==> src/design/elevator_request_scheduler_assert.svh <==
// ---------------------------------------------------------------------------
// Elevator request scheduler assertion macros
// Immediate-style wrappers around concurrent checks; empty for synthesis.
// ---------------------------------------------------------------------------
`ifndef ELEVATOR_REQUEST_SCHEDULER_ASSERT_SVH
`define ELEVATOR_REQUEST_SCHEDULER_ASSERT_SVH

`ifndef SYNTHESIS

// Same-cycle implication.
`define ERS_ASSERT_NOW(label, clk, rst_n, ante, cons) \
    label: assert property (@(posedge clk) disable iff (!(rst_n)) (ante) |-> (cons)) \
        else $error("assertion failed");

// Next-cycle implication.
`define ERS_ASSERT_NEXT(label, clk, rst_n, ante, cons) \
    label: assert property (@(posedge clk) disable iff (!(rst_n)) (ante) |=> (cons)) \
        else $error("assertion failed");

`else

`define ERS_ASSERT_NOW(label, clk, rst_n, ante, cons)
`define ERS_ASSERT_NEXT(label, clk, rst_n, ante, cons)

`endif

`endif

==> src/design/ers_pkg.sv <==
// ---------------------------------------------------------------------------
// Elevator request scheduler package
// Shared constants, floor type and controller/datapath command structs.
// ---------------------------------------------------------------------------
`default_nettype none

package ers_pkg;

    // Number of floors served; floors are numbered from one.
    localparam int FLOOR_COUNT = 8;
    // Width of a floor number on the ports.
    localparam int FLOOR_W     = 4;
    // Width of a request bit index.
    localparam int IDX_W       = $clog2(FLOOR_COUNT);

    typedef logic [FLOOR_W-1:0] t_floor;
    typedef logic [IDX_W-1:0]   t_idx;
    typedef logic [2:0]         t_pick;

    localparam t_floor NO_FLOOR     = t_floor'(0);
    localparam t_floor BOTTOM_FLOOR = t_floor'(1);
    localparam t_floor TOP_FLOOR    = t_floor'(FLOOR_COUNT);

    // Item kinds.
    localparam logic KIND_CALL = 1'b0;
    localparam logic KIND_TICK = 1'b1;

    // Target selection modes.
    localparam logic MODE_NAIVE = 1'b0;
    localparam logic MODE_SCAN  = 1'b1;

    // Controller to datapath.
    typedef struct packed {
        logic take;   // latch the accepted input word
        logic exec;   // perform the call or tick action
        logic step;   // advance the selection walk one floor
        logic load;   // load the result register
    } t_cmd;

    // Datapath to controller.
    typedef struct packed {
        logic need_search;  // tick needs a target selection
        logic hit;          // walk found the target this cycle
    } t_stat;

endpackage

`default_nettype wire

==> src/design/ers_intf.sv <==
// ---------------------------------------------------------------------------
// Elevator request scheduler channel interfaces
// Valid/ready channels for input words, result words and configuration.
// ---------------------------------------------------------------------------
`default_nettype none

interface ers_item_if;
    logic             valid;
    logic             ready;
    logic             kind;
    ers_pkg::t_floor  call_floor;
    ers_pkg::t_pick   pick;

    modport source (output valid, output kind, output call_floor, output pick,
                    input ready);
    modport sink   (input valid, input kind, input call_floor, input pick,
                    output ready);
endinterface

interface ers_result_if;
    logic             valid;
    logic             ready;
    logic             call_accepted;
    ers_pkg::t_floor  cab_floor;
    ers_pkg::t_floor  goal_floor;
    logic             door_open;
    logic             heading_up;

    modport source (output valid, output call_accepted, output cab_floor,
                    output goal_floor, output door_open, output heading_up,
                    input ready);
    modport sink   (input valid, input call_accepted, input cab_floor,
                    input goal_floor, input door_open, input heading_up,
                    output ready);
endinterface

interface ers_cfg_if;
    logic valid;
    logic ready;
    logic select_mode;

    modport source (output valid, output select_mode, input ready);
    modport sink   (input valid, input select_mode, output ready);
endinterface

`default_nettype wire

==> src/design/elevator_request_scheduler.sv <==
// ---------------------------------------------------------------------------
// Elevator request scheduler
// One request bit per floor; calls set bits, ticks select, move and serve.
// ---------------------------------------------------------------------------
// Each input word yields exactly one result word. A call word (kind 0) is
// latched at the accepting edge, acted on in the next cycle and loaded into
// the result register once that register is free. A tick word that moves
// the cab or serves the target goes the same way. A tick that must select a
// target adds a walk over the floors, one floor per cycle. In scan mode the
// walk spans at most one full round trip. In naive mode it can go round the
// building more than once, because the walk wraps around and counts pick
// down on each pending floor. The walk through the single shared floor
// stepper sets the rate. A new word is taken once the previous one has been
// handed to the result register, even while that result still waits to be
// taken. The configuration channel is always ready; write select_mode only
// while the block is idle.
// ---------------------------------------------------------------------------
`default_nettype none

module elevator_request_scheduler (
    input  wire logic   i_clk,
    input  wire logic   i_rst_n,
    ers_item_if.sink    i_item,
    ers_result_if.source o_result,
    ers_cfg_if.sink     i_cfg
);

    ers_pkg::t_cmd  cmd;
    ers_pkg::t_stat stat;
    logic           in_ready;
    logic           out_valid;

    // Sequence each word through the controller.
    ers_ctrl u_ctrl (
        .i_clk       (i_clk),
        .i_rst_n     (i_rst_n),
        .i_in_valid  (i_item.valid),
        .o_in_ready  (in_ready),
        .o_out_valid (out_valid),
        .i_out_ready (o_result.ready),
        .o_cmd       (cmd),
        .i_stat      (stat)
    );

    // Hold all floor state and the result register in the datapath.
    ers_datapath u_datapath (
        .i_clk           (i_clk),
        .i_rst_n         (i_rst_n),
        .i_cmd           (cmd),
        .o_stat          (stat),
        .i_kind          (i_item.kind),
        .i_call_floor    (i_item.call_floor),
        .i_pick          (i_item.pick),
        .i_cfg_we        (i_cfg.valid),
        .i_cfg_mode      (i_cfg.select_mode),
        .o_call_accepted (o_result.call_accepted),
        .o_cab_floor     (o_result.cab_floor),
        .o_goal_floor    (o_result.goal_floor),
        .o_door_open     (o_result.door_open),
        .o_heading_up    (o_result.heading_up)
    );

    assign i_item.ready   = in_ready;
    assign o_result.valid = out_valid;
    // Configuration writes are taken at once.
    assign i_cfg.ready    = 1'b1;

endmodule

`default_nettype wire

==> src/design/ers_datapath.sv <==
// ---------------------------------------------------------------------------
// Elevator request scheduler datapath
// Request bits, cab state, selection walk and result register.
// ---------------------------------------------------------------------------
`default_nettype none

module ers_datapath (
    input  wire logic             i_clk,
    input  wire logic             i_rst_n,
    input  wire ers_pkg::t_cmd    i_cmd,
    output      ers_pkg::t_stat   o_stat,
    input  wire logic             i_kind,
    input  wire ers_pkg::t_floor  i_call_floor,
    input  wire ers_pkg::t_pick   i_pick,
    input  wire logic             i_cfg_we,
    input  wire logic             i_cfg_mode,
    output      logic             o_call_accepted,
    output      ers_pkg::t_floor  o_cab_floor,
    output      ers_pkg::t_floor  o_goal_floor,
    output      logic             o_door_open,
    output      logic             o_heading_up
);

`include "elevator_request_scheduler_assert.svh"

    logic [ers_pkg::FLOOR_COUNT-1:0] r_pending, n_pending;
    ers_pkg::t_floor r_position, n_position;
    ers_pkg::t_floor r_target,   n_target;
    logic            r_last_up,  n_last_up;
    logic            r_mode;

    logic            r_kind;
    ers_pkg::t_floor r_call_floor;
    ers_pkg::t_pick  r_pick;

    ers_pkg::t_floor r_walk_floor, n_walk_floor;
    logic            r_walk_up,    n_walk_up;
    ers_pkg::t_pick  r_walk_k,     n_walk_k;
    logic            r_accepted,   n_accepted;
    logic            r_door,       n_door;

    ers_pkg::t_floor scan_floor;
    logic            scan_up;
    ers_pkg::t_floor hit_floor;
    logic            hit;
    logic            call_ok;
    ers_pkg::t_floor call_m1;
    ers_pkg::t_floor target_m1;
    ers_pkg::t_floor hit_m1;

    // Request bit of a floor; floors outside the building read as clear.
    function automatic logic pend_at(input logic [ers_pkg::FLOOR_COUNT-1:0] bits,
                                     input ers_pkg::t_floor f);
        ers_pkg::t_floor fm1;
        fm1 = f - ers_pkg::BOTTOM_FLOOR;
        pend_at = (f >= ers_pkg::BOTTOM_FLOOR) && (f <= ers_pkg::TOP_FLOOR) &&
                  bits[fm1[ers_pkg::IDX_W-1:0]];
    endfunction

    // One scan step: turn at the ends, then move one floor.
    always_comb begin
        if ((r_walk_floor <= ers_pkg::BOTTOM_FLOOR) && !r_walk_up) begin
            scan_up = 1'b1;
        end else if ((r_walk_floor >= ers_pkg::TOP_FLOOR) && r_walk_up) begin
            scan_up = 1'b0;
        end else begin
            scan_up = r_walk_up;
        end
        scan_floor = scan_up ? (r_walk_floor + ers_pkg::BOTTOM_FLOOR)
                             : (r_walk_floor - ers_pkg::BOTTOM_FLOOR);
    end

    assign hit_floor = (r_mode == ers_pkg::MODE_SCAN) ? scan_floor : r_walk_floor;
    assign hit = (r_mode == ers_pkg::MODE_SCAN) ? pend_at(r_pending, scan_floor)
               : (pend_at(r_pending, r_walk_floor) && (r_walk_k == '0));

    assign call_ok   = (r_call_floor >= ers_pkg::BOTTOM_FLOOR) &&
                       (r_call_floor <= ers_pkg::TOP_FLOOR) &&
                       !pend_at(r_pending, r_call_floor);
    assign call_m1   = r_call_floor - ers_pkg::BOTTOM_FLOOR;
    assign target_m1 = r_target - ers_pkg::BOTTOM_FLOOR;
    assign hit_m1    = hit_floor - ers_pkg::BOTTOM_FLOOR;

    assign o_stat.need_search = (r_kind == ers_pkg::KIND_TICK) &&
                                (r_target == ers_pkg::NO_FLOOR) && (|r_pending);
    assign o_stat.hit = hit;

    always_comb begin
        n_pending    = r_pending;
        n_position   = r_position;
        n_target     = r_target;
        n_last_up    = r_last_up;
        n_accepted   = r_accepted;
        n_door       = r_door;
        n_walk_floor = r_walk_floor;
        n_walk_up    = r_walk_up;
        n_walk_k     = r_walk_k;

        if (i_cmd.exec) begin
            n_accepted   = 1'b0;
            n_door       = 1'b0;
            n_walk_floor = (r_mode == ers_pkg::MODE_SCAN) ? r_position
                                                         : ers_pkg::BOTTOM_FLOOR;
            n_walk_up    = r_last_up;
            n_walk_k     = r_pick;
            if (r_kind == ers_pkg::KIND_CALL) begin
                if (call_ok) begin
                    n_pending[call_m1[ers_pkg::IDX_W-1:0]] = 1'b1;
                    n_accepted = 1'b1;
                end
            end else if (r_target == ers_pkg::NO_FLOOR) begin
                // selection, if any, runs in the walk
            end else if (r_position < r_target) begin
                n_position = r_position + ers_pkg::BOTTOM_FLOOR;
            end else if (r_position > r_target) begin
                n_position = r_position - ers_pkg::BOTTOM_FLOOR;
            end else begin
                n_door = 1'b1;
                n_pending[target_m1[ers_pkg::IDX_W-1:0]] = 1'b0;
                n_target = ers_pkg::NO_FLOOR;
            end
        end

        if (i_cmd.step) begin
            if (r_mode == ers_pkg::MODE_SCAN) begin
                n_walk_floor = scan_floor;
                n_walk_up    = scan_up;
            end else begin
                // Walk ascending with wraparound, counting pick down on each
                // pending floor: lands on entry (pick mod count).
                n_walk_floor = (r_walk_floor >= ers_pkg::TOP_FLOOR)
                             ? ers_pkg::BOTTOM_FLOOR
                             : (r_walk_floor + ers_pkg::BOTTOM_FLOOR);
                if (pend_at(r_pending, r_walk_floor) && (r_walk_k != '0)) begin
                    n_walk_k = r_walk_k - 3'd1;
                end
            end
            if (hit) begin
                n_target  = hit_floor;
                n_last_up = !(hit_floor < r_position);
            end
        end
    end

    always_ff @(posedge i_clk) begin
        if (!i_rst_n) begin
            r_pending  <= '0;
            r_position <= ers_pkg::BOTTOM_FLOOR;
            r_target   <= ers_pkg::NO_FLOOR;
            r_last_up  <= 1'b1;
            r_mode     <= ers_pkg::MODE_NAIVE;
        end else begin
            r_pending  <= n_pending;
            r_position <= n_position;
            r_target   <= n_target;
            r_last_up  <= n_last_up;
            if (i_cfg_we) begin
                r_mode <= i_cfg_mode;
            end
        end
    end

    always_ff @(posedge i_clk) begin
        r_walk_floor <= n_walk_floor;
        r_walk_up    <= n_walk_up;
        r_walk_k     <= n_walk_k;
        r_accepted   <= n_accepted;
        r_door       <= n_door;
        if (i_cmd.take) begin
            r_kind       <= i_kind;
            r_call_floor <= i_call_floor;
            r_pick       <= i_pick;
        end
        if (i_cmd.load) begin
            o_call_accepted <= r_accepted;
            o_cab_floor     <= r_position;
            o_goal_floor    <= r_target;
            o_door_open     <= r_door;
            o_heading_up    <= r_last_up;
        end
    end

    `ERS_ASSERT_NOW(a_target_pending, i_clk, i_rst_n, r_target != ers_pkg::NO_FLOOR, r_pending[target_m1[ers_pkg::IDX_W-1:0]] && (r_target <= ers_pkg::TOP_FLOOR))
    `ERS_ASSERT_NOW(a_position_range, i_clk, i_rst_n, 1'b1, (r_position >= ers_pkg::BOTTOM_FLOOR) && (r_position <= ers_pkg::TOP_FLOOR))
    `ERS_ASSERT_NEXT(a_hit_sets_target, i_clk, i_rst_n, i_cmd.step && hit, (r_target != ers_pkg::NO_FLOOR) && r_pending[target_m1[ers_pkg::IDX_W-1:0]] && ($past(hit_m1) == target_m1))

endmodule

`default_nettype wire

==> src/design/ers_ctrl.sv <==
// ---------------------------------------------------------------------------
// Elevator request scheduler controller
// Sequences accept, action, selection walk and result hand-off.
// ---------------------------------------------------------------------------
`default_nettype none

module ers_ctrl (
    input  wire logic            i_clk,
    input  wire logic            i_rst_n,
    input  wire logic            i_in_valid,
    output      logic            o_in_ready,
    output      logic            o_out_valid,
    input  wire logic            i_out_ready,
    output      ers_pkg::t_cmd   o_cmd,
    input  wire ers_pkg::t_stat  i_stat
);

`include "elevator_request_scheduler_assert.svh"

    localparam logic [1:0] ST_IDLE   = 2'd0;
    localparam logic [1:0] ST_EXEC   = 2'd1;
    localparam logic [1:0] ST_SEARCH = 2'd2;
    localparam logic [1:0] ST_EMIT   = 2'd3;

    logic [1:0] r_state, n_state;
    logic       r_out_valid, n_out_valid;

    always_comb begin
        n_state    = r_state;
        o_cmd      = '0;
        o_in_ready = 1'b0;
        case (r_state)
            ST_IDLE: begin
                o_in_ready = 1'b1;
                if (i_in_valid) begin
                    o_cmd.take = 1'b1;
                    n_state    = ST_EXEC;
                end
            end
            ST_EXEC: begin
                o_cmd.exec = 1'b1;
                n_state    = i_stat.need_search ? ST_SEARCH : ST_EMIT;
            end
            ST_SEARCH: begin
                o_cmd.step = 1'b1;
                if (i_stat.hit) begin
                    n_state = ST_EMIT;
                end
            end
            ST_EMIT: begin
                // hold until the result register is free
                if (!r_out_valid || i_out_ready) begin
                    o_cmd.load = 1'b1;
                    n_state    = ST_IDLE;
                end
            end
            default: begin
                n_state = ST_IDLE;
            end
        endcase
    end

    always_comb begin
        if (o_cmd.load) begin
            n_out_valid = 1'b1;
        end else if (i_out_ready) begin
            n_out_valid = 1'b0;
        end else begin
            n_out_valid = r_out_valid;
        end
    end

    always_ff @(posedge i_clk) begin
        if (!i_rst_n) begin
            r_state     <= ST_IDLE;
            r_out_valid <= 1'b0;
        end else begin
            r_state     <= n_state;
            r_out_valid <= n_out_valid;
        end
    end

    assign o_out_valid = r_out_valid;

    `ERS_ASSERT_NEXT(a_exec_once, i_clk, i_rst_n, r_state == ST_EXEC, (r_state == ST_SEARCH) || (r_state == ST_EMIT))
    `ERS_ASSERT_NEXT(a_load_shows, i_clk, i_rst_n, o_cmd.load, r_out_valid && (r_state == ST_IDLE))
    `ERS_ASSERT_NOW(a_no_accept_busy, i_clk, i_rst_n, r_state != ST_IDLE, !o_in_ready && !o_cmd.take)

endmodule

`default_nettype wire

==> src/flat_wrapper.sv <==
// flat-port wrapper written by rule: the top's interface ports become plain ports
module elevator_request_scheduler_flat 
  (i_clk, i_rst_n, i_item_valid, i_item_kind, i_item_call_floor, i_item_pick, i_item_ready, o_result_valid, o_result_call_accepted, o_result_cab_floor, o_result_goal_floor, o_result_door_open, o_result_heading_up, o_result_ready, i_cfg_valid, i_cfg_select_mode, i_cfg_ready);
  ers_item_if i_item_i ();
  ers_result_if o_result_i ();
  ers_cfg_if i_cfg_i ();
  input  wire logic i_clk;
  input  wire logic i_rst_n;
  input wire logic [$bits(i_item_i.valid)-1:0] i_item_valid;
  input wire logic [$bits(i_item_i.kind)-1:0] i_item_kind;
  input wire logic [$bits(i_item_i.call_floor)-1:0] i_item_call_floor;
  input wire logic [$bits(i_item_i.pick)-1:0] i_item_pick;
  output wire logic [$bits(i_item_i.ready)-1:0] i_item_ready;
  output wire logic [$bits(o_result_i.valid)-1:0] o_result_valid;
  output wire logic [$bits(o_result_i.call_accepted)-1:0] o_result_call_accepted;
  output wire logic [$bits(o_result_i.cab_floor)-1:0] o_result_cab_floor;
  output wire logic [$bits(o_result_i.goal_floor)-1:0] o_result_goal_floor;
  output wire logic [$bits(o_result_i.door_open)-1:0] o_result_door_open;
  output wire logic [$bits(o_result_i.heading_up)-1:0] o_result_heading_up;
  input wire logic [$bits(o_result_i.ready)-1:0] o_result_ready;
  input wire logic [$bits(i_cfg_i.valid)-1:0] i_cfg_valid;
  input wire logic [$bits(i_cfg_i.select_mode)-1:0] i_cfg_select_mode;
  output wire logic [$bits(i_cfg_i.ready)-1:0] i_cfg_ready;
  assign i_item_i.valid = i_item_valid;
  assign i_item_i.kind = i_item_kind;
  assign i_item_i.call_floor = i_item_call_floor;
  assign i_item_i.pick = i_item_pick;
  assign i_item_ready = i_item_i.ready;
  assign o_result_valid = o_result_i.valid;
  assign o_result_call_accepted = o_result_i.call_accepted;
  assign o_result_cab_floor = o_result_i.cab_floor;
  assign o_result_goal_floor = o_result_i.goal_floor;
  assign o_result_door_open = o_result_i.door_open;
  assign o_result_heading_up = o_result_i.heading_up;
  assign o_result_i.ready = o_result_ready;
  assign i_cfg_i.valid = i_cfg_valid;
  assign i_cfg_i.select_mode = i_cfg_select_mode;
  assign i_cfg_ready = i_cfg_i.ready;
  elevator_request_scheduler u_core (.i_clk(i_clk), .i_rst_n(i_rst_n), .i_item(i_item_i), .o_result(o_result_i), .i_cfg(i_cfg_i));
endmodule
==> config.mk <==
export PLATFORM = sky130hd
export DESIGN_NAME = elevator_request_scheduler_flat
export DESIGN_NICKNAME = d
export VERILOG_FILES = /design/src/design/ers_pkg.sv /design/src/design/ers_intf.sv /design/src/design/elevator_request_scheduler.sv /design/src/design/ers_datapath.sv /design/src/design/ers_ctrl.sv /design/src/flat_wrapper.sv
export VERILOG_INCLUDE_DIRS = /design/src /design/src/design
export SDC_FILE = /design/constraint.sdc
export NUM_CORES = 1
export LEC_CHECK = 0
export BUFFER_PORTS_ARGS = -buffer_cell sky130_fd_sc_hd__buf_2
export CORE_MARGIN = 2
export CORE_UTILIZATION = 45
export CTS_CLUSTER_DIAMETER = 30
export DETAILED_ROUTE_END_ITERATION = 7
export PLACE_DENSITY = 0.66
export SKIP_CTS_REPAIR_TIMING = 1
export SLEW_MARGIN = 30
export SYNTH_ARGS = -nofsm -noshare
export SYNTH_HDL_FRONTEND = slang
export SYNTH_SLANG_ARGS = --single-unit
==> constraint.sdc <==
create_clock -name i_clk -period 2.8 [get_ports i_clk]
set_clock_uncertainty 0.1 [all_clocks]
set_input_delay 0.56 -clock i_clk [delete_from_list [all_inputs] [get_ports i_clk]]
set_output_delay 0.56 -clock i_clk [all_outputs]
set_load 0.03 [all_outputs]
==> metrics.txt, run 1 <==
status complete, no violations; Total Wirelength about 6300 um; max-cap viol count 0; Worst setup endpoint u_core.u_datapath.r_last_up; HP Class in -> reg; post-DP HPWL about 4700 um; post-synthesis sequential area ratio approximately two fifths; Worst Path Required about 2.9 ns; VDD IR max between 0.3 and 0.4 mV; largest family of logic cells by synthesized area simple AND/OR/NAND/NOR gates; delay of the slowest critical-path stage approximately 0.46 ns; initial antenna violation count 0; Area contributors post-synth edfxtp_1 25%, dfxtp_1 17%, ha_1 9.1%; diode count 0; Synth Area in Compound Gates between 10% and 20%; Clk Latency, worst-skew pair around 0.31 ns; drt initial violations approximately 110; Antenna Violating Nets Remaining 0; start of the worst register-to-register path u_core.u_datapath.r_walk_floor[0]; TritonCTS Buffers 5; multiplexer share of the synthesized area 10.0%; cell family contributing the most delay on the critical path simple AND/OR/NAND/NOR gates; Leakage ~0.0014 uW; Cells after Synth 308; top cells by count, synth 29 x nand2_1, 27 x inv_1, 25 x dfxtp_1, 25 x edfxtp_1, 22 x ha_1; Filler cells about 580; Hold Startpoint i_item_kind; Post-Syn Area per Cell 9.83 um^2; Max Fclk 371 MHz; DP Worst Slack between 0.05 and 0.06 ns; buffer depth of the longest clock path 2; global-route wire length before repair roughly 11000 um; Cell variety after synth 56; Root Driver clkbuf_8; routability congestion estimate 0.867; cell taking the most area after synthesis edfxtp_1; CP Cell Sequence ha_1, or3_1, o211ai_2, a32oi_2, mux2_2, ha_1, a21boi_0, o21ai_0, nor3b_2, mux2i_1; Stages on worst setup path 10; largest net degree at the start of global routing 20; Crit-path slowest cell edfxtp_1; drt first pass iters 4; Tmin final between 2 and 3 ns; # setup viols final 0; Final Net Count between 300 and 400; H-tree levels 2; xor and xnor area share after synthesis around 3.2%; Die Area between 7000 and 8000 um^2; Die Ht approximately 86 um; CTS tree built; routed len/inst around 15 um; share of the synthesized area in the top cell type 24.8%; IO Pins 28; DIE WIDTH 86.0 um; count leader, synth nand2_1; hold path depth 1; gr ovfl total 0; core footprint around 6400 um^2; async set or reset register ratio after synthesis 0%; Final Cycle Share 96.2%; IO Port Bufs 26; initial core utilization between 40% and 50%; Tot Pwr about 2700 uW; routed via count roughly 2400; CP dominant cell by count ha_1; Row Count 29; vias in the first global route ~2300; Post-Syn Nets ~350; Final Max Tran Viols 0; Total GRT Usage a little under a fifth; Crit Path Max Fanout 5; DR DRC count 0; final worst slack 0.106 ns; Synth Flop Type edfxtp_1; Seq cells post-synth 50; Worst Max-Slew Pin Slew 0.499 ns; R2R cell count 10; adder-cell share of the synthesized area between 9 and 10%; CTS sink cnt 50; CP arrival 2.79 ns; setup TNS 0 ns; Worst Setup Path Type reg -> reg; clock-pin slew on the worst setup and hold paths roughly 0.09 ns; share of layout cells above drive strength 1 between 20% and 30%; Post-synth EDFFs 25; buffer and inverter count on the worst path 0; Post-Synth Simple-Gate Area approximately 17%; Vias per Instance about 5.5; R2R Path End u_core.u_datapath.r_last_up; final hold violation count 0; register area between 1000 and 1500 um^2; reg2reg setup slack ~0.11 ns; relative slew slack between 60% and 70%; Critical Path End Type flip-flop; area of the multi-input gates 1670 um^2; Ys Warns 0; Synth-to-Final Area Change 14.2%; CP startpoint u_core.u_datapath.r_walk_floor[0]; Pwr per Cell Area around 780 nW/um^2; Synth Cell Area between 3000 and 4000 um^2; CP Launch Type flip-flop
==> flip-flops by register name (all words and copies together) (netlist names) <==
register and flops:
u_core.u_datapath.r_last_up 1, u_core.u_datapath.r_door 1, u_core.u_datapath.r_walk_floor 4, u_core.u_datapath.r_walk_up 1, u_core.u_datapath.o_goal_floor 4, u_core.u_datapath.o_heading_up 1
u_core.u_datapath.r_kind 1, u_core.u_datapath.r_call_floor 4, u_core.u_datapath.r_accepted 1, u_core.u_datapath.r_mode 1, u_core.u_datapath.r_walk_k 3, u_core.u_datapath.r_position 4
u_core.u_ctrl.r_state 2, u_core.u_ctrl.o_out_valid 1, u_core.u_datapath.r_pending 8, u_core.u_datapath.o_door_open 1, u_core.u_datapath.r_pick 3, u_core.u_datapath.o_call_accepted 1
u_core.u_datapath.r_target 4, u_core.u_datapath.o_cab_floor 4
==> report_power, final <==
group	switching [uW]	total, uW	leakage [uW]	internal (uW)
Combinational	711	1270	0.000880	554
Sequential	100	1030	0.000433	925
Clock	244	422	0.0000385	177
==> how the worst min path moves through the flow <==
stage / end / slack, ns
CTS: u_core.u_datapath.r_kind / 0.31
detailed placement: u_core.u_datapath.o_door_open / 0.32
global route: u_core.u_datapath.r_call_floor[3] / 0.31
floorplan: u_core.u_datapath.o_call_accepted / 0.30
finish: u_core.u_datapath.r_kind / 0.32
global placement: u_core.u_datapath.o_call_accepted / 0.30
==> cell usage in the layout, fill, tap and decap left out, drive strengths merged, types with 8 or more instances in the layout <==
master,count
o21ai,19
nor2,20
buf,42
a21oi,10
nand2,29
mux2i,13
ha,22
nand2b,8
inv,27
edfxtp,25
nand3,11
dfxtp,25
==> layer usage <==
layer,wire [um],up-vias,track usage [%],share of wire [%]
met4,144,0,7.65,2.3
li1,-,1181,-,-
met2,3080,59,30.0,49
met3,309,13,2.60,4.9
met5,0,-,0,0
met1,2800,1104,24.9,44
==> stage by stage <==
stage,area [um^2],cells,hold slack [ns],util (%)
floorplan,3040,308,0.300,-
global placement,3310,414,0.302,51.6
detailed placement,3310,414,0.316,51.6
CTS,3400,422,0.307,52.9
global route,3460,425,0.307,53.8
finish,3460,425,0.317,53.8
==> kinds of logic after synthesis <==
logic type,after synthesis
other cells,1
flops,50
mux,22
xor+xnor,11
buf+inv,38
compound gates,61
fa+ha+maj,23
simple gates,102
==> final cells by class <==
type	count	area share (%)
timing repair buffer	42	7.34
tap	77	2.79
clock buffer	7	2.21
inverter	28	3.04
clock inverter	1	0.217
multi-input combinational	220	48.2
sequential	50	36.2
(Power assumes the default switching activity.)
==> run 2, diff against run 1 <==
- CORE_MARGIN: 2 -> not set
- GPL_TIMING_DRIVEN: not set -> 0
==> metrics.txt, run 2 (synthesized netlist as in run 1, its figures left out) <==
status complete, but fails checks; failing checks negative setup slack; CTS tree built; R2R cell count 11; CP Launch Type flip-flop; Hold Path Sink u_core.u_datapath.o_door_open; most common cell after layout, fill and taps aside nand2_1; Final Max Tran Viols 0; routed via count roughly 2400; post-DP HPWL ~4600 um; placed cell count ~410; buffer depth of the longest clock path 2; buffer and inverter count on the worst path 3; relative slew slack 52.5%; IO Port Bufs 26; Antenna Violating Nets Remaining 0; DIE WIDTH 84.0 um; CP Cell Sequence buf_6, buf_6, ha_4, or3_1, o211ai_2, a32oi_2, nand2b_1, mux2_4, o31ai_4, buf_12, mux2i_1; most frequent cells in the layout 29 x nand2_1, 28 x buf_2, 25 x inv_1, 25 x edfxtp_1, 23 x dfxtp_1; DP Worst Slack -0.435 ns; post-route insts no fill between 400 and 500; core footprint about 6400 um^2; Total GRT Usage approximately a fifth; gr ovfl total 0; Stages on worst setup path 11; routed len/inst roughly 15 um; largest net degree at the start of global routing 15; Critical Path End Type flip-flop; routability congestion estimate 0.893; max reg flops 8; DR DRC count 0; Synth-to-Final Area Change 19.9%; global-route wire length before repair approximately 10000 um; Pwr per Cell Area a little over 800 nW/um^2; diode count 0; Tmin final 2.84 ns; area of the multi-input gates 1750 um^2; drt first pass iters 4; Root Driver clkbuf_8; vias in the first global route between 2000 and 2500; final hold violation count 0; Final Net Count 393; delay of the slowest critical-path stage roughly 0.47 ns; initial antenna violation count 0; Worst Setup Path Type reg -> reg; Worst Max-Slew Pin Slew around 0.71 ns; max-cap viol count 0; Filler cells approximately 560; start of the worst register-to-register path u_core.u_datapath.r_walk_floor[0]; Crit-path slowest cell edfxtp_1; Crit Path Max Fanout 5; TritonCTS Buffers 5; Row Count 29; cell family contributing the most delay on the critical path simple AND/OR/NAND/NOR gates; Hold Startpoint u_core.u_datapath.r_door; unrepaired setup endpoints after global routing yes; Final Cycle Share 101%; HP Class reg -> reg; R2R Path End u_core.u_datapath.r_target[0]; Max Fclk around 350 MHz; reg2reg setup slack -0.04 ns; register area ~1300 um^2; # setup viols final 6; largest reg by FF count u_core.u_datapath.r_pending; share of layout cells above drive strength 1 roughly a quarter; IO Pins 28; Worst Path Required roughly 2.9 ns; hold path depth 0; CTS sink cnt 50; Die Ht about 84 um; drt initial violations between 100 and 150; Leakage ~0.0014 uW; VDD IR max 0.443 mV; Clk Latency, worst-skew pair roughly 0.30 ns; Vias per Instance approximately 5.5; CP arrival between 2 and 3 ns; Die Area between 7000 and 8000 um^2; Total Wirelength between 6000 and 7000 um; H-tree levels 2; initial core utilization between 40% and 50%; CP dominant cell by count buf_6; final worst slack -0.0377 ns; clock-pin slew on the worst setup and hold paths roughly 0.090 ns
[run 2: changes by cell type in the layout (fill, tap and decap cells not counted), moves of 2 or more]
cell	previous run	this run
ha_4	1	3
o21ai_0	17	15
buf_6	1	4
buf_2	26	28
buf_4	15	12
ha_1	21	19
clkbuf_1	2	8
[run 2: through the flow]
stage	setup TNS (ns)	hold slack [ns]	total power (uW)	util, %	area [um^2]
4_1_cts	-3.47	0.314	2740	52.5	3370
5_1_grt	-1.04	0.311	3190	56.5	3630
6_report	-0.106	0.319	3000	56.5	3630
3_3_place_gp	-2.70	0.306	2200	50.8	3260
3_5_place_dp	-2.99	0.308	2220	50.8	3270
2_1_floorplan	0	0.300	1960	-	3040
[run 2: power breakdown]
group / total [uW] / switching, uW / internal [uW]
Clock: 507 / 239 / 268
Sequential: 1040 / 111 / 927
Combinational: 1460 / 797 / 661
Total: 3000 / 1150 / 1860
[run 2: cell type report]
type	instances	area share, %
plain buffers	10	1.41
clock buffers	7	2.10
clock inverters	1	0.827
inverters	28	2.89
multi-input cells	220	48.2
flip-flops and latches	50	34.5
well taps	77	2.65
repair buffers	41	7.34
[run 2: how the worst max path moves through the flow]
| stage | startpoint | to | slack, ns |
|---|---|---|---|
| after detailed placement | u_core.u_datapath.r_walk_floor[0] | u_core.u_datapath.r_target[1] | -0.43 |
| after global routing | u_core.u_datapath.r_walk_floor[0] | u_core.u_datapath.r_target[2] | -0.18 |
| after global placement | u_core.u_datapath.r_walk_floor[0] | u_core.u_datapath.r_target[0] | -0.39 |
| after floorplan | u_core.u_datapath.r_walk_floor[0] | u_core.u_datapath.r_last_up | 0.005 |
| after CTS | u_core.u_datapath.r_walk_floor[0] | u_core.u_datapath.r_target[0] | -0.51 |
| final | u_core.u_datapath.r_walk_floor[0] | u_core.u_datapath.r_target[0] | -0.04 |
[run 2: metal layers]
layer / track usage [%] / up-vias / routed length (um)
met1: 25.0 / 1142 / 3010
met3: 2.67 / 10 / 215
met4: 7.52 / 0 / 148
met2: 30.3 / 46 / 3140
li1: - / 1197 / -
met5: 0 / - / 0
==> run 3, diff against run 2 <==
- SYNTH_HIERARCHICAL: not set -> 1
==> metrics.txt, run 3 <==
Crit Path Max Fanout 7; initial antenna violation count 0; Total Wirelength around 6400 um; async set or reset register ratio after synthesis 0%; Antenna Violating Nets Remaining 0; routed via count between 2000 and 2500; post-synthesis sequential area ratio 40.5%; largest family of logic cells by synthesized area simple AND/OR/NAND/NOR gates; Worst Setup Path Type reg -> reg; Area contributors post-synth edfxtp_1 24%, dfxtp_1 16%, ha_1 8.9%; Row Count 29; buffer depth of the longest clock path 2; Total GRT Usage a little under a fifth; Synth Area in Compound Gates 15.1%; Vias per Instance ~5.6; Tmin final approximately 3.1 ns; final worst slack -0.324 ns; most frequent cells in the layout 26 x buf_2, 25 x edfxtp_1, 24 x inv_1, 24 x nand2_1, 24 x dfxtp_1; IO Port Bufs 26; initial core utilization between 40% and 50%; Die Area slightly above 7000 um^2; Seq cells post-synth 50; core footprint 6490 um^2; final hold violation count 0; post-DP HPWL 4590 um; post-route cell area 3610 um^2; Synth Flop Type edfxtp_1; global-route wire length before repair around 11000 um; max reg flops 8; CTS sink cnt 50; Tot Pwr approximately 3000 uW; status complete, but fails checks; drt first pass iters 8; Root Driver clkbuf_8; gr ovfl total 0; multiplexer share of the synthesized area 8.06%; HP Class in -> reg; vias in the first global route about 2200; max-cap viol count 0; Cells after Synth 306; Final Max Tran Viols 0; most common cell after layout, fill and taps aside buf_2; top cells by count, synth 25 x dfxtp_1, 25 x edfxtp_1, 25 x inv_1; Synth Cell Area between 3000 and 4000 um^2; drt initial violations 119; routed len/inst between 15 and 20 um; largest net degree at the start of global routing 16; cell taking the most area after synthesis edfxtp_1; routability congestion estimate a little over 0.9; Max Fclk around 320 MHz; Final Net Count about 390; IO Pins 28; Leakage about 0.0015 uW; Die Ht ~85 um; Final Cycle Share 112%; Worst Max-Slew Pin Slew about 0.56 ns; relative slew slack a little over three fifths; Util after Layout a little under three fifths; Post-Syn Area per Cell 10.1 um^2; failing checks design-rule violations, negative setup slack; # setup viols final 8; Clk Latency, worst-skew pair around 0.3 ns; CTS tree built; DIE WIDTH about 85 um; Post-synth EDFFs 25; largest reg by FF count u_core/u_datapath/r_pending; CP arrival 3.23 ns; share of layout cells above drive strength 1 ~25%; Cell variety after synth 66; setup TNS -1.71 ns; post-place instance area about 3300 um^2; clock-pin slew on the worst setup and hold paths 0.09 ns; diode count 0; TritonCTS Buffers 5; VDD IR max between 0.4 and 0.5 mV; adder-cell share of the synthesized area about a tenth; Synth-to-Final Area Change 17.0%; CP Launch Type flip-flop; Pwr per Cell Area between 800 and 900 nW/um^2; DP Worst Slack -0.414 ns; Post-Synth Simple-Gate Area approximately 16%; Ys Warns 6; H-tree levels 2; Worst Path Required 2.90 ns; share of the synthesized area in the top cell type 24.3%; Critical Path End Type flip-flop; unrepaired setup endpoints after global routing yes; Post-Syn Nets roughly 340; DR DRC count 1; xor and xnor area share after synthesis between 3 and 4%
## run 3: worst max-delay path, stage by stage, from the launching register on
cell and delay, ns:
edfxtp_1 0.53, buf_6 0.20, inv_4 0.05, ha_4 0.15
o21bai_4 0.08, a21oi_4 0.20, xor2_2 0.20, ha_1 0.28
mux4_4 0.44, mux2i_4 0.21, o31ai_4 0.10, nand2b_4 0.17
a31o_1 0.22, o311a_1 0.10
## run 3: final cells by class
class	count	area (um^2)
plain buffers	13	109
clock buffers	7	96.3
clock inverters	1	8.76
fillers	574	2880
inverters	26	100
multi-input cells	215	1730
flip-flops and latches	50	1250
well taps	77	96.3
repair buffers	38	220
## run 3: cells by family after synthesis
family          count (synthesis)
simple gates                   92
compound gates                 68
flops                          50
buf+inv                        41
fa+ha+maj                      23
mux                            19
xor+xnor                       12
other cells                     1
## run 3: metal layers
metal	track usage, %	share of wire [%]	vias to the layer above
met5	0	0	-
met4	4.78	0.92	0
met3	3.40	3.9	6
met2	31.2	49	50
met1	24.5	46	1139
li1	-	-	1189
## run 3: worst paths after layout
kind,to,start,slack [ns],cells after the start
worst max register to register,u_core/u_ctrl/r_state[0],u_core/u_datapath/r_walk_floor[0],-0.32,13
worst min-delay path,u_core/u_datapath/r_call_floor[1],i_item_call_floor[1],0.32,1
worst max-delay path,u_core/u_ctrl/r_state[0],u_core/u_datapath/r_walk_floor[0],-0.32,13
worst min register to register,u_core/u_datapath/o_door_open,u_core/u_datapath/r_door,0.33,0
## run 3: power breakdown
part / switching, uW / leakage (uW) / total (uW) / internal, uW
Clock: 243 / 0.0000544 / 470 / 227
Combinational: 796 / 0.00102 / 1430 / 633
Sequential: 99.5 / 0.000428 / 1030 / 927
Total: 1140 / 0.00150 / 2920 / 1790
## run 3: metrics by stage
stage                     hold WS [ns]  cells
after floorplan                  0.300    306
after global placement           0.309    409
after detailed placement         0.307    409
after CTS                        0.314    417
after global routing             0.311    427
final                            0.325    427
